`config.mk`:
```
export PLATFORM = sky130hd
export DESIGN_NAME = accel_magnitude_smoother
export DESIGN_NICKNAME = d
export VERILOG_FILES = /design/src/design/ams_pkg.sv /design/src/design/ams_sub.sv /design/src/design/ams_mul.sv /design/src/design/ams_csr.sv /design/src/design/accel_magnitude_smoother.sv
export SDC_FILE = /design/constraint.sdc
export NUM_CORES = 2
export LEC_CHECK = 0
export ABC_AREA = 1
export BUFFER_PORTS_ARGS = -buffer_cell sky130_fd_sc_hd__buf_4
export CAP_MARGIN = 40
export CORE_MARGIN = 10
export CORE_UTILIZATION = 50
export DETAILED_ROUTE_END_ITERATION = 8
export PLACE_DENSITY = 0.66
export SETUP_SLACK_MARGIN = 0.15
export SLEW_MARGIN = 20
export SYNTH_ARGS = -nofsm -noshare
export SYNTH_HDL_FRONTEND = slang
export SYNTH_HIERARCHICAL = 1
export SYNTH_SLANG_ARGS = --single-unit
```
`constraint.sdc`:
```
create_clock -name clock -period 10.2 [get_ports clock]
set_clock_uncertainty 0.15 [all_clocks]
set_input_delay 1.02 -clock clock [delete_from_list [all_inputs] [get_ports clock]]
set_output_delay 1.02 -clock clock [all_outputs]
set_load 0.03 [all_outputs]
```
`src/design/ams_pkg.sv`:
```
package ams_pkg;

   // Sample and result widths
   localparam int IN_W    = 16;
   localparam int MAG_W   = 19;
   localparam int FRAC_W  = 16;
   localparam int RANGE_W = 2;
   localparam int ALPHA_W = 16;

   // Moving average window
   localparam int WIN_LEN = 5;
   localparam int SLOT_W  = (WIN_LEN > 1) ? $clog2(WIN_LEN) : 1;
   localparam int CNT_W   = $clog2(WIN_LEN + 1);
   localparam int SUM_W   = MAG_W + $clog2(WIN_LEN);

   // Derived datapath widths
   localparam int SQ_W    = 2 * IN_W;
   localparam int RAD_W   = SQ_W + 2 * ((1 << RANGE_W) - 1);
   localparam int SV_W    = MAG_W + FRAC_W;
   localparam int PROD_W  = SV_W + ALPHA_W;

   // Serial iteration counts; the divide is always the longer loop
   localparam int ROOT_ITER = RAD_W / 2;
   localparam int DIV_ITER  = SUM_W;
   localparam int ITER_W    = $clog2(DIV_ITER + 1);

   // Register file
   localparam int CSR_AW   = 3;
   localparam int CSR_DW   = 32;
   localparam int CSR_IDX_W = CSR_AW - 2;
   localparam logic [CSR_IDX_W-1:0] CSR_IDX_RANGE = 1'b0;
   localparam logic [CSR_IDX_W-1:0] CSR_IDX_ALPHA = 1'b1;
   localparam logic [RANGE_W-1:0]   RANGE_RST     = 2'd3;
   localparam logic [ALPHA_W-1:0]   ALPHA_RST     = 16'd13107;

   typedef enum logic [3:0] {
      ST_IDLE,
      ST_SQ0,
      ST_SQ1,
      ST_SQ2,
      ST_SQ3,
      ST_ROOT,
      ST_WIN,
      ST_DIV,
      ST_FCMP,
      ST_FDIFF,
      ST_FMUL,
      ST_FUPD,
      ST_OUT
   } state_type;

   typedef struct packed {
      logic [RANGE_W-1:0] range_sel;
      logic [ALPHA_W-1:0] alpha;
   } cfg_type;

   typedef struct packed {
      logic            ge;
      logic [SV_W-1:0] diff;
   } sub_res_type;

endpackage

```
`src/design/ams_sub.sv`:
```
module ams_sub (
   input  logic [ams_pkg::SV_W-1:0] op_a,
   input  logic [ams_pkg::SV_W-1:0] op_b,
   output ams_pkg::sub_res_type     res
);
   import ams_pkg::*;

   logic [SV_W:0] wide_diff;

   // Subtract with borrow out; no borrow means op_a >= op_b
   assign wide_diff = {1'b0, op_a} - {1'b0, op_b};
   assign res.ge    = ~wide_diff[SV_W];
   assign res.diff  = wide_diff[SV_W-1:0];

endmodule

```
`src/design/ams_mul.sv`:
```
module ams_mul (
   input  logic                       clock,
   input  logic [ams_pkg::SV_W-1:0]    op_a,
   input  logic [ams_pkg::ALPHA_W-1:0] op_b,
   output logic [ams_pkg::PROD_W-1:0]  prod
);
   import ams_pkg::*;

   logic [PROD_W-1:0] prod_ff;
   logic [PROD_W-1:0] prod_in;

   // Unsigned product, registered
   assign prod_in = PROD_W'(op_a) * PROD_W'(op_b);

   always_ff @(posedge clock) begin
      prod_ff <= prod_in;
   end

   assign prod = prod_ff;

endmodule

```
`src/design/ams_csr.sv`:
```
module ams_csr (
   input  logic                       clock,
   input  logic                       reset,
   input  logic                       csr_psel,
   input  logic                       csr_penable,
   input  logic                       csr_pwrite,
   input  logic [ams_pkg::CSR_AW-1:0] csr_paddr,
   input  logic [ams_pkg::CSR_DW-1:0] csr_pwdata,
   output logic [ams_pkg::CSR_DW-1:0] csr_prdata,
   output logic                       csr_pready,
   output ams_pkg::cfg_type           cfg
);
   import ams_pkg::*;

   logic [RANGE_W-1:0]   range_ff, range_in;
   logic [ALPHA_W-1:0]   alpha_ff, alpha_in;
   logic [CSR_IDX_W-1:0] idx;
   logic                 wr_en;

   assign idx   = csr_paddr[CSR_AW-1:2];
   assign wr_en = csr_psel & csr_penable & csr_pwrite;

   // Decode the write beat
   always_comb begin
      range_in = range_ff;
      alpha_in = alpha_ff;
      if (wr_en) begin
         case (idx)
            CSR_IDX_RANGE: range_in = csr_pwdata[RANGE_W-1:0];
            CSR_IDX_ALPHA: alpha_in = csr_pwdata[ALPHA_W-1:0];
            default: ;
         endcase
      end
   end

   always_ff @(posedge clock) begin
      if (reset) begin
         range_ff <= RANGE_RST;
         alpha_ff <= ALPHA_RST;
      end else begin
         range_ff <= range_in;
         alpha_ff <= alpha_in;
      end
   end

   // Read back
   always_comb begin
      case (idx)
         CSR_IDX_RANGE: csr_prdata = CSR_DW'(range_ff);
         CSR_IDX_ALPHA: csr_prdata = CSR_DW'(alpha_ff);
         default:       csr_prdata = '0;
      endcase
   end

   assign csr_pready    = 1'b1;
   assign cfg.range_sel = range_ff;
   assign cfg.alpha     = alpha_ff;

endmodule

```
`src/design/accel_magnitude_smoother.sv`:
```
// The first sample after reset only seeds the low-pass filter and takes a shorter path
// to rsp_valid. A new sample is taken only once the previous one has left the sequencer;
// the pace is set by the square root (one bit pair per cycle) and the divide by the fill
// count (one quotient bit per cycle), both on the shared subtractor. A waiting result
// does not block the next beat. Window entries are not reset; there is no clearing pass.
// Reset: synchronous, clears the fill count, slot and sum, filter seed and handshake state.
module accel_magnitude_smoother (
   input  logic                        clock,
   input  logic                        reset,
   input  logic                        req_valid,
   output logic                        req_stall,
   input  logic signed [ams_pkg::IN_W-1:0] req_accel_x,
   input  logic signed [ams_pkg::IN_W-1:0] req_accel_y,
   input  logic signed [ams_pkg::IN_W-1:0] req_accel_z,
   output logic                        rsp_valid,
   input  logic                        rsp_stall,
   output logic [ams_pkg::MAG_W-1:0]    rsp_magnitude_g,
   output logic [ams_pkg::MAG_W-1:0]    rsp_average_g,
   output logic [ams_pkg::MAG_W-1:0]    rsp_filtered_g,
   input  logic                        csr_psel,
   input  logic                        csr_penable,
   input  logic                        csr_pwrite,
   input  logic [ams_pkg::CSR_AW-1:0]   csr_paddr,
   input  logic [ams_pkg::CSR_DW-1:0]   csr_pwdata,
   output logic [ams_pkg::CSR_DW-1:0]   csr_prdata,
   output logic                        csr_pready
);
   import ams_pkg::*;

   cfg_type     cfg;
   sub_res_type sub_res;

   state_type state_ff, state_in;

   logic [IN_W-1:0]   x_ff, x_in, y_ff, y_in, z_ff, z_in;
   logic [SQ_W-1:0]   acc_ff, acc_in;
   logic [RAD_W-1:0]  rad_ff, rad_in;
   logic [MAG_W-1:0]  root_ff, root_in;
   logic [MAG_W+1:0]  rem_ff, rem_in;
   logic [ITER_W-1:0] iter_ff, iter_in;
   logic [MAG_W-1:0]  win_ff [WIN_LEN];
   logic [SLOT_W-1:0] slot_ff, slot_in;
   logic [CNT_W-1:0]  filled_ff, filled_in;
   logic [SUM_W-1:0]  sum_ff, sum_in;
   logic [SUM_W-1:0]  dq_ff, dq_in;
   logic [CNT_W-1:0]  drem_ff, drem_in;
   logic [SV_W-1:0]   sv_ff, sv_in;
   logic              seeded_ff, seeded_in;
   logic              fge_ff, fge_in;
   logic [SV_W-1:0]   d_ff, d_in;
   logic              rsp_valid_ff, rsp_valid_in;
   logic [MAG_W-1:0]  rsp_mag_ff, rsp_mag_in;
   logic [MAG_W-1:0]  rsp_avg_ff, rsp_avg_in;
   logic [MAG_W-1:0]  rsp_filt_ff, rsp_filt_in;

   logic [SV_W-1:0]    sub_a, sub_b;
   logic [SV_W-1:0]    mul_a;
   logic [ALPHA_W-1:0] mul_b;
   logic [PROD_W-1:0]  prod;

   logic              accept;
   logic              out_free;
   logic              win_full;
   logic [IN_W-1:0]   sel_axis;
   logic [IN_W-1:0]   abs_axis;
   logic [SQ_W-1:0]   sq_sum;
   logic [MAG_W+3:0]  rem_sh;
   logic [CNT_W:0]    drem_sh;
   logic [SV_W-1:0]   target;
   logic [SV_W-1:0]   step_q;
   logic              step_round;

   ams_csr u_csr (
      .clock       (clock),
      .reset       (reset),
      .csr_psel    (csr_psel),
      .csr_penable (csr_penable),
      .csr_pwrite  (csr_pwrite),
      .csr_paddr   (csr_paddr),
      .csr_pwdata  (csr_pwdata),
      .csr_prdata  (csr_prdata),
      .csr_pready  (csr_pready),
      .cfg         (cfg)
   );

   ams_sub u_sub (
      .op_a (sub_a),
      .op_b (sub_b),
      .res  (sub_res)
   );

   ams_mul u_mul (
      .clock (clock),
      .op_a  (mul_a),
      .op_b  (mul_b),
      .prod  (prod)
   );

   assign req_stall = (state_ff != ST_IDLE);
   assign accept    = req_valid & ~req_stall;
   assign out_free  = ~rsp_valid_ff | ~rsp_stall;
   assign win_full  = (filled_ff == CNT_W'(WIN_LEN));

   // Shared helpers for the datapath
   always_comb begin
      case (state_ff)
         ST_SQ0:  sel_axis = x_ff;
         ST_SQ1:  sel_axis = y_ff;
         default: sel_axis = z_ff;
      endcase
   end

   assign abs_axis   = sel_axis[IN_W-1] ? (~sel_axis + 1'b1) : sel_axis;
   assign sq_sum     = acc_ff + prod[SQ_W-1:0];
   assign rem_sh     = {rem_ff, rad_ff[RAD_W-1 -: 2]};
   assign drem_sh    = {drem_ff, dq_ff[SUM_W-1]};
   assign target     = {dq_ff[MAG_W-1:0], {FRAC_W{1'b0}}};
   assign step_q     = prod[PROD_W-1:FRAC_W];
   assign step_round = |prod[FRAC_W-1:0];

   // Sequencer next state
   always_comb begin
      state_in = state_ff;
      case (state_ff)
         ST_IDLE:  if (accept) state_in = ST_SQ0;
         ST_SQ0:   state_in = ST_SQ1;
         ST_SQ1:   state_in = ST_SQ2;
         ST_SQ2:   state_in = ST_SQ3;
         ST_SQ3:   state_in = ST_ROOT;
         ST_ROOT:  if (iter_ff == ITER_W'(ROOT_ITER - 1)) state_in = ST_WIN;
         ST_WIN:   state_in = ST_DIV;
         ST_DIV:   if (iter_ff == ITER_W'(DIV_ITER - 1)) state_in = ST_FCMP;
         ST_FCMP:  state_in = seeded_ff ? ST_FDIFF : ST_OUT;
         ST_FDIFF: state_in = ST_FMUL;
         ST_FMUL:  state_in = ST_FUPD;
         ST_FUPD:  state_in = ST_OUT;
         ST_OUT:   if (out_free) state_in = ST_IDLE;
         default:  state_in = ST_IDLE;
      endcase
   end

   // Unit operands and register next values per step
   always_comb begin
      sub_a        = '0;
      sub_b        = '0;
      mul_a        = '0;
      mul_b        = '0;
      x_in         = x_ff;
      y_in         = y_ff;
      z_in         = z_ff;
      acc_in       = acc_ff;
      rad_in       = rad_ff;
      root_in      = root_ff;
      rem_in       = rem_ff;
      iter_in      = iter_ff;
      slot_in      = slot_ff;
      filled_in    = filled_ff;
      sum_in       = sum_ff;
      dq_in        = dq_ff;
      drem_in      = drem_ff;
      sv_in        = sv_ff;
      seeded_in    = seeded_ff;
      fge_in       = fge_ff;
      d_in         = d_ff;
      rsp_mag_in   = rsp_mag_ff;
      rsp_avg_in   = rsp_avg_ff;
      rsp_filt_in  = rsp_filt_ff;
      rsp_valid_in = rsp_valid_ff & rsp_stall;
      case (state_ff)
         ST_IDLE: begin
            // Capture the sample beat
            if (accept) begin
               x_in = req_accel_x;
               y_in = req_accel_y;
               z_in = req_accel_z;
            end
         end
         ST_SQ0: begin
            mul_a = SV_W'(abs_axis);
            mul_b = ALPHA_W'(abs_axis);
         end
         ST_SQ1, ST_SQ2: begin
            // Accumulate the previous square, issue the next one
            acc_in = (state_ff == ST_SQ1) ? prod[SQ_W-1:0] : sq_sum;
            mul_a  = SV_W'(abs_axis);
            mul_b  = ALPHA_W'(abs_axis);
         end
         ST_SQ3: begin
            // Scale to Q14 by shifting the radicand two bits per range step
            rad_in  = RAD_W'(sq_sum) << {cfg.range_sel, 1'b0};
            root_in = '0;
            rem_in  = '0;
            iter_in = '0;
         end
         ST_ROOT: begin
            // One root bit per cycle: trial subtract of {root, 01}
            sub_a   = SV_W'(rem_sh);
            sub_b   = SV_W'({root_ff, 2'b01});
            rad_in  = rad_ff << 2;
            iter_in = iter_ff + 1'b1;
            if (sub_res.ge) begin
               rem_in  = sub_res.diff[MAG_W+1:0];
               root_in = {root_ff[MAG_W-2:0], 1'b1};
            end else begin
               rem_in  = rem_sh[MAG_W+1:0];
               root_in = {root_ff[MAG_W-2:0], 1'b0};
            end
         end
         ST_WIN: begin
            // Replace the oldest entry once the window is full
            sum_in    = sum_ff - (win_full ? SUM_W'(win_ff[slot_ff]) : '0)
                        + SUM_W'(root_ff);
            filled_in = win_full ? filled_ff : filled_ff + 1'b1;
            slot_in   = (slot_ff == SLOT_W'(WIN_LEN - 1)) ? '0 : slot_ff + 1'b1;
            dq_in     = sum_in;
            drem_in   = '0;
            iter_in   = '0;
         end
         ST_DIV: begin
            // Restoring divide by the fill count, one quotient bit per cycle
            sub_a   = SV_W'(drem_sh);
            sub_b   = SV_W'(filled_ff);
            iter_in = iter_ff + 1'b1;
            dq_in   = {dq_ff[SUM_W-2:0], sub_res.ge};
            drem_in = sub_res.ge ? sub_res.diff[CNT_W-1:0] : drem_sh[CNT_W-1:0];
         end
         ST_FCMP: begin
            // Seed on the first average, else find the step direction
            sub_a  = target;
            sub_b  = sv_ff;
            fge_in = sub_res.ge;
            if (!seeded_ff) begin
               sv_in     = target;
               seeded_in = 1'b1;
            end
         end
         ST_FDIFF: begin
            sub_a = fge_ff ? target : sv_ff;
            sub_b = fge_ff ? sv_ff : target;
            d_in  = sub_res.diff;
         end
         ST_FMUL: begin
            mul_a = d_ff;
            mul_b = cfg.alpha;
         end
         ST_FUPD: begin
            // Step up truncated, step down rounded away so the state floors
            sv_in = fge_ff ? (sv_ff + step_q) : (sv_ff - step_q - SV_W'(step_round));
         end
         ST_OUT: begin
            // Load the result beat once the output register is free
            if (out_free) begin
               rsp_mag_in   = root_ff;
               rsp_avg_in   = dq_ff[MAG_W-1:0];
               rsp_filt_in  = sv_ff[SV_W-1:FRAC_W];
               rsp_valid_in = 1'b1;
            end
         end
         default: ;
      endcase
   end

   // Control state
   always_ff @(posedge clock) begin
      if (reset) begin
         state_ff     <= ST_IDLE;
         slot_ff      <= '0;
         filled_ff    <= '0;
         sum_ff       <= '0;
         sv_ff        <= '0;
         seeded_ff    <= 1'b0;
         rsp_valid_ff <= 1'b0;
      end else begin
         state_ff     <= state_in;
         slot_ff      <= slot_in;
         filled_ff    <= filled_in;
         sum_ff       <= sum_in;
         sv_ff        <= sv_in;
         seeded_ff    <= seeded_in;
         rsp_valid_ff <= rsp_valid_in;
      end
   end

   // Payload and working registers
   always_ff @(posedge clock) begin
      x_ff        <= x_in;
      y_ff        <= y_in;
      z_ff        <= z_in;
      acc_ff      <= acc_in;
      rad_ff      <= rad_in;
      root_ff     <= root_in;
      rem_ff      <= rem_in;
      iter_ff     <= iter_in;
      dq_ff       <= dq_in;
      drem_ff     <= drem_in;
      fge_ff      <= fge_in;
      d_ff        <= d_in;
      rsp_mag_ff  <= rsp_mag_in;
      rsp_avg_ff  <= rsp_avg_in;
      rsp_filt_ff <= rsp_filt_in;
   end

   // Window entries are only read once all of them have been written
   always_ff @(posedge clock) begin
      if (state_ff == ST_WIN) begin
         win_ff[slot_ff] <= root_ff;
      end
   end

   assign rsp_valid       = rsp_valid_ff;
   assign rsp_magnitude_g = rsp_mag_ff;
   assign rsp_average_g   = rsp_avg_ff;
   assign rsp_filtered_g  = rsp_filt_ff;

   // An accepted beat always starts the square step
   a_accept_start: assert property (@(posedge clock) disable iff (reset)
      accept |=> (state_ff == ST_SQ0))
      else $error("accepted beat did not start the sequencer");

   // A result appears only from the output step
   a_rsp_source: assert property (@(posedge clock) disable iff (reset)
      $rose(rsp_valid_ff) |-> $past(state_ff == ST_OUT))
      else $error("result raised outside the output step");

   // Divide remainder stays below the divisor
   a_div_rem: assert property (@(posedge clock) disable iff (reset)
      (state_ff == ST_DIV) |-> (drem_ff < filled_ff))
      else $error("divide remainder not below fill count");

   // Fill count never passes the window length
   a_fill_bound: assert property (@(posedge clock) disable iff (reset)
      (state_ff == ST_WIN) |=> (filled_ff <= CNT_W'(WIN_LEN) && filled_ff != '0))
      else $error("fill count out of range after window update");

endmodule
```
==> flow_metrics.py <==
metrics = {
    "placement": {
        "io_buffers": 146,
        "place_congestion": 1.02,
        "dp_cells": 8358,
        "pre_cts_ws_ps": 1130,
        "hpwl_mm": 133,
    },
    "floorplan": {
        "io_pins": 182,
        "die_area_um2": 118000,
        "initial_core_util_pct": 50.4,
        "rows": 118,
        "fp.dieW_um": 343,
        "fp.dieH_um": 343,
        "core_um2": 104000,
    },
    "worst_setup_path": {
        "worst_setup_path_start_kind": "flip-flop",
        "reg2reg_slack_ps": 1120,
        "cpMostUsedCell": "nand2_1",
        "critical_path.max_fanout": 34,
        "r2r_cells": 35,
        "worstReg2RegStart": "state_ff[1]",
        "r2r-end": "u_mul/prod[32]",
        "worst_path_max_delay_cell": "nand2_2",
        "required_ps": 10530,
        "slowest_delay_ps": 620,
        "critPathCaptureType": "flip-flop",
        "worstPathArrival_ps": 9410,
        "worstSetupPathType": "reg2reg",
    },
    "yosys": {
        "yosysSeqAreaShare_pct": 27.0,
        "avgSynthCellArea_um2": 7.47,
        "synth_edf_count": 376,
        "synthArstFlopShare_pct": 0,
        "ys_seq_elements": 517,
        "synth_ff_type": "edfxtp_1",
        "synthesis.area_um2": 52200,
        "ys_warn_count": 6,
        "postSynthCellCount": 6995,
        "synthDistinctLibCells": 61,
    },
    "cells_and_area": {
        "final_nets": 7936,
        "seq_area_um2": 14100,
        "layout_commonest_cell": "nand2_1",
        "multi_input_area_um2": 31300,
        "final_cell_mix": "1,906 x nand2_1, 1,553 x inv_1, 490 x nor2_1",
        "syn_to_final_growth_pct": 8.98,
        "diodes": 0,
        "nFillCells": 10000,
        "final_cells": 8470,
        "drive_above_1_share_pct": 6.14,
    },
    "global_routing": {
        "first_global_vias": 43900,
        "grt_max_degree": 66,
        "antenna_found_initial": 8,
        "grt_first_pass_wirelength_mm": 252,
        "track_usage_pct": 27.2,
        "grt.overflow.total": 0,
    },
    "clock_network": {
        "hold_buffers": 0,
        "cts_resized": 0,
        "cts_root_buf": "clkbuf_16",
        "cts_tree": "done",
        "cts.sinks": 517,
        "cts-htree-levels": 2,
        "clkTransAtPathRegs_ps": 70,
        "clockBufferDepth": 3,
        "clock_latency_ps": 660,
        "cts_buffers": 56,
        "post_cts_buffers": 0,
    },
    "sta": {
        "fin_setup_tns_ps": 0,
        "setup-violations-final": 0,
        "tightest_slew_ps": 881,
        "hold_viol": 0,
        "fmax_mhz": 110,
        "rsz0062_at_grt": "no",
        "relSlewSlack_pct": 41.1,
        "drv_slew": 0,
        "fin_ws_ps": 1120,
        "finalCritPeriodShare_pct": 89.0,
        "period_needed_ps": 9080,
    },
    "route": {
        "route.vias.total": 45700,
        "drtIter0Drc": 4560,
        "ant_nets": 0,
        "wirelength_mm": 163,
        "drc": 0,
        "viasPerCell": 5.39,
        "first_pass_iters": 6,
        "wl_per_cell_um": 19.3,
    },
    "job": {
        "drv_cap": 0,
    },
    "hold_path": {
        "holdCritStartpoint": "sv_ff[15]",
        "hold_depth": 2,
        "hold_end": "sv_ff[15]",
        "hold_class": "reg2reg",
    },
    "pwr": {
        "p_total_mw": 14.5,
        "powerDensity_nw_per_um2": 254,
        "max-vdd-ir-drop_mv": 0.206,
        "p_leak_nw": 29.2,
    },
    "outcome": {
        "outcome": "finished clean",
    },
}
## worst max path at each step
stage / start / to / slack (ps) / cells after the start
6_report: state_ff[1] / u_mul/prod[32] / 1120 / 35
5_1_grt: state_ff[1] / u_mul/prod[32] / 550 / 35
4_1_cts: state_ff[1] / u_mul/prod[43] / 1060 / 34
3_5_place_dp: state_ff[1] / u_mul/prod[35] / 1130 / 34
3_3_place_gp: state_ff[1] / u_mul/prod[35] / 1230 / 34
2_1_floorplan: state_ff[2] / u_mul/prod[32] / 3060 / 38
## layout make-up
class | count | share of cell area [%]
inverters | 1570 | 10.4
clock buffers | 65 | 2.58
clock inverters | 40 | 0.844
repair buffers | 237 | 3.40
multi-input cells | 4661 | 55.0
flip-flops and latches | 517 | 24.8
well taps | 1380 | 3.03
## per-stage QoR
step	area (um2)	utilization (%)	hold slack, ps
after floorplan	52300	-	276
after global placement	54700	52.8	303
after detailed placement	54900	52.9	315
after CTS	56800	54.8	336
after global routing	56900	54.9	360
final	56900	54.9	339
## per-layer routing
metal	track usage, %	up-vias	share of wire [%]
li1	-	21600	-
met1	38.2	22000	44
met4	7.91	8	3.0
met5	0	-	0.062
met3	4.87	250	8.7
met2	42.7	1793	44
## power by group
group	total (mW)	internal, mW	switching [mW]	leakage (nW)
registers	3.10	2.87	0.224	4.60
logic	9.22	2.89	6.32	23.7
clock network	2.15	1.23	0.925	0.916
## synth_stat cells, types with 8 or more instances
library cell	instances	area [um2]
xor2_1	66	578
dfxtp_1	141	2820
a21o_1	11	82.6
nor3_1	44	220
nor4_1	16	100
a31oi_1	23	144
inv_1	1553	5830
edfxtp_1	376	11300
nand3_2	12	120
o221ai_1	18	158
a22oi_1	18	135
a21boi_0	9	67.6
o32ai_1	19	166
or2_2	13	81.3
nand4_1	37	231
nor2_2	14	87.6
o22ai_1	58	363
a21oi_1	302	1510
xnor2_1	22	193
fa_1	484	9690
nand3_1	326	1630
nand3b_1	14	105
ha_1	319	3990
buf_2	8	40.0
buf_1	13	48.8
o21a_1	13	97.6
clkbuf_1	218	818
nand2_2	14	87.6
o21bai_1	24	180
nor2_1	508	1910
o21ai_0	273	1370
o211ai_1	26	195
nand2_1	1911	7170
inv_2	10	37.5
buf_4	19	143
## logic make-up (layout without fill, tap and decap cells)
family	count (synthesis)	in the layout	share of synthesized area [%]
buf+inv	1832	1912	13.4
compound gates	821	821	8.99
xor+xnor	88	88	1.48
fa+ha+maj	803	803	26.2
other cells	2	17	0.0144
mux	2	2	0.0383
flops	517	517	27.0
simple gates	2930	2930	22.9
## critical path, delay by kind of cell, from the launching register on
kind | cells | cell delay (ps)
flip-flops | 1 | 450
AO/OA/AOI/OAI | 2 | 570
adder cells (fa/ha/maj) | 8 | 3670
AND/OR/NAND/NOR | 20 | 3690
buffers and inverters | 5 | 340
## state kept, by name, summed over array words and instances (netlist names), 21 cells and up, named ones only
name and flops:
win_ff 95, u_mul/prod 51, rad_ff 38, d_ff 35, sv_ff 35, acc_ff 32
dq_ff 22, sum_ff 22, rem_ff 21
No activity file was read; power rests on OpenSTA's default activity.
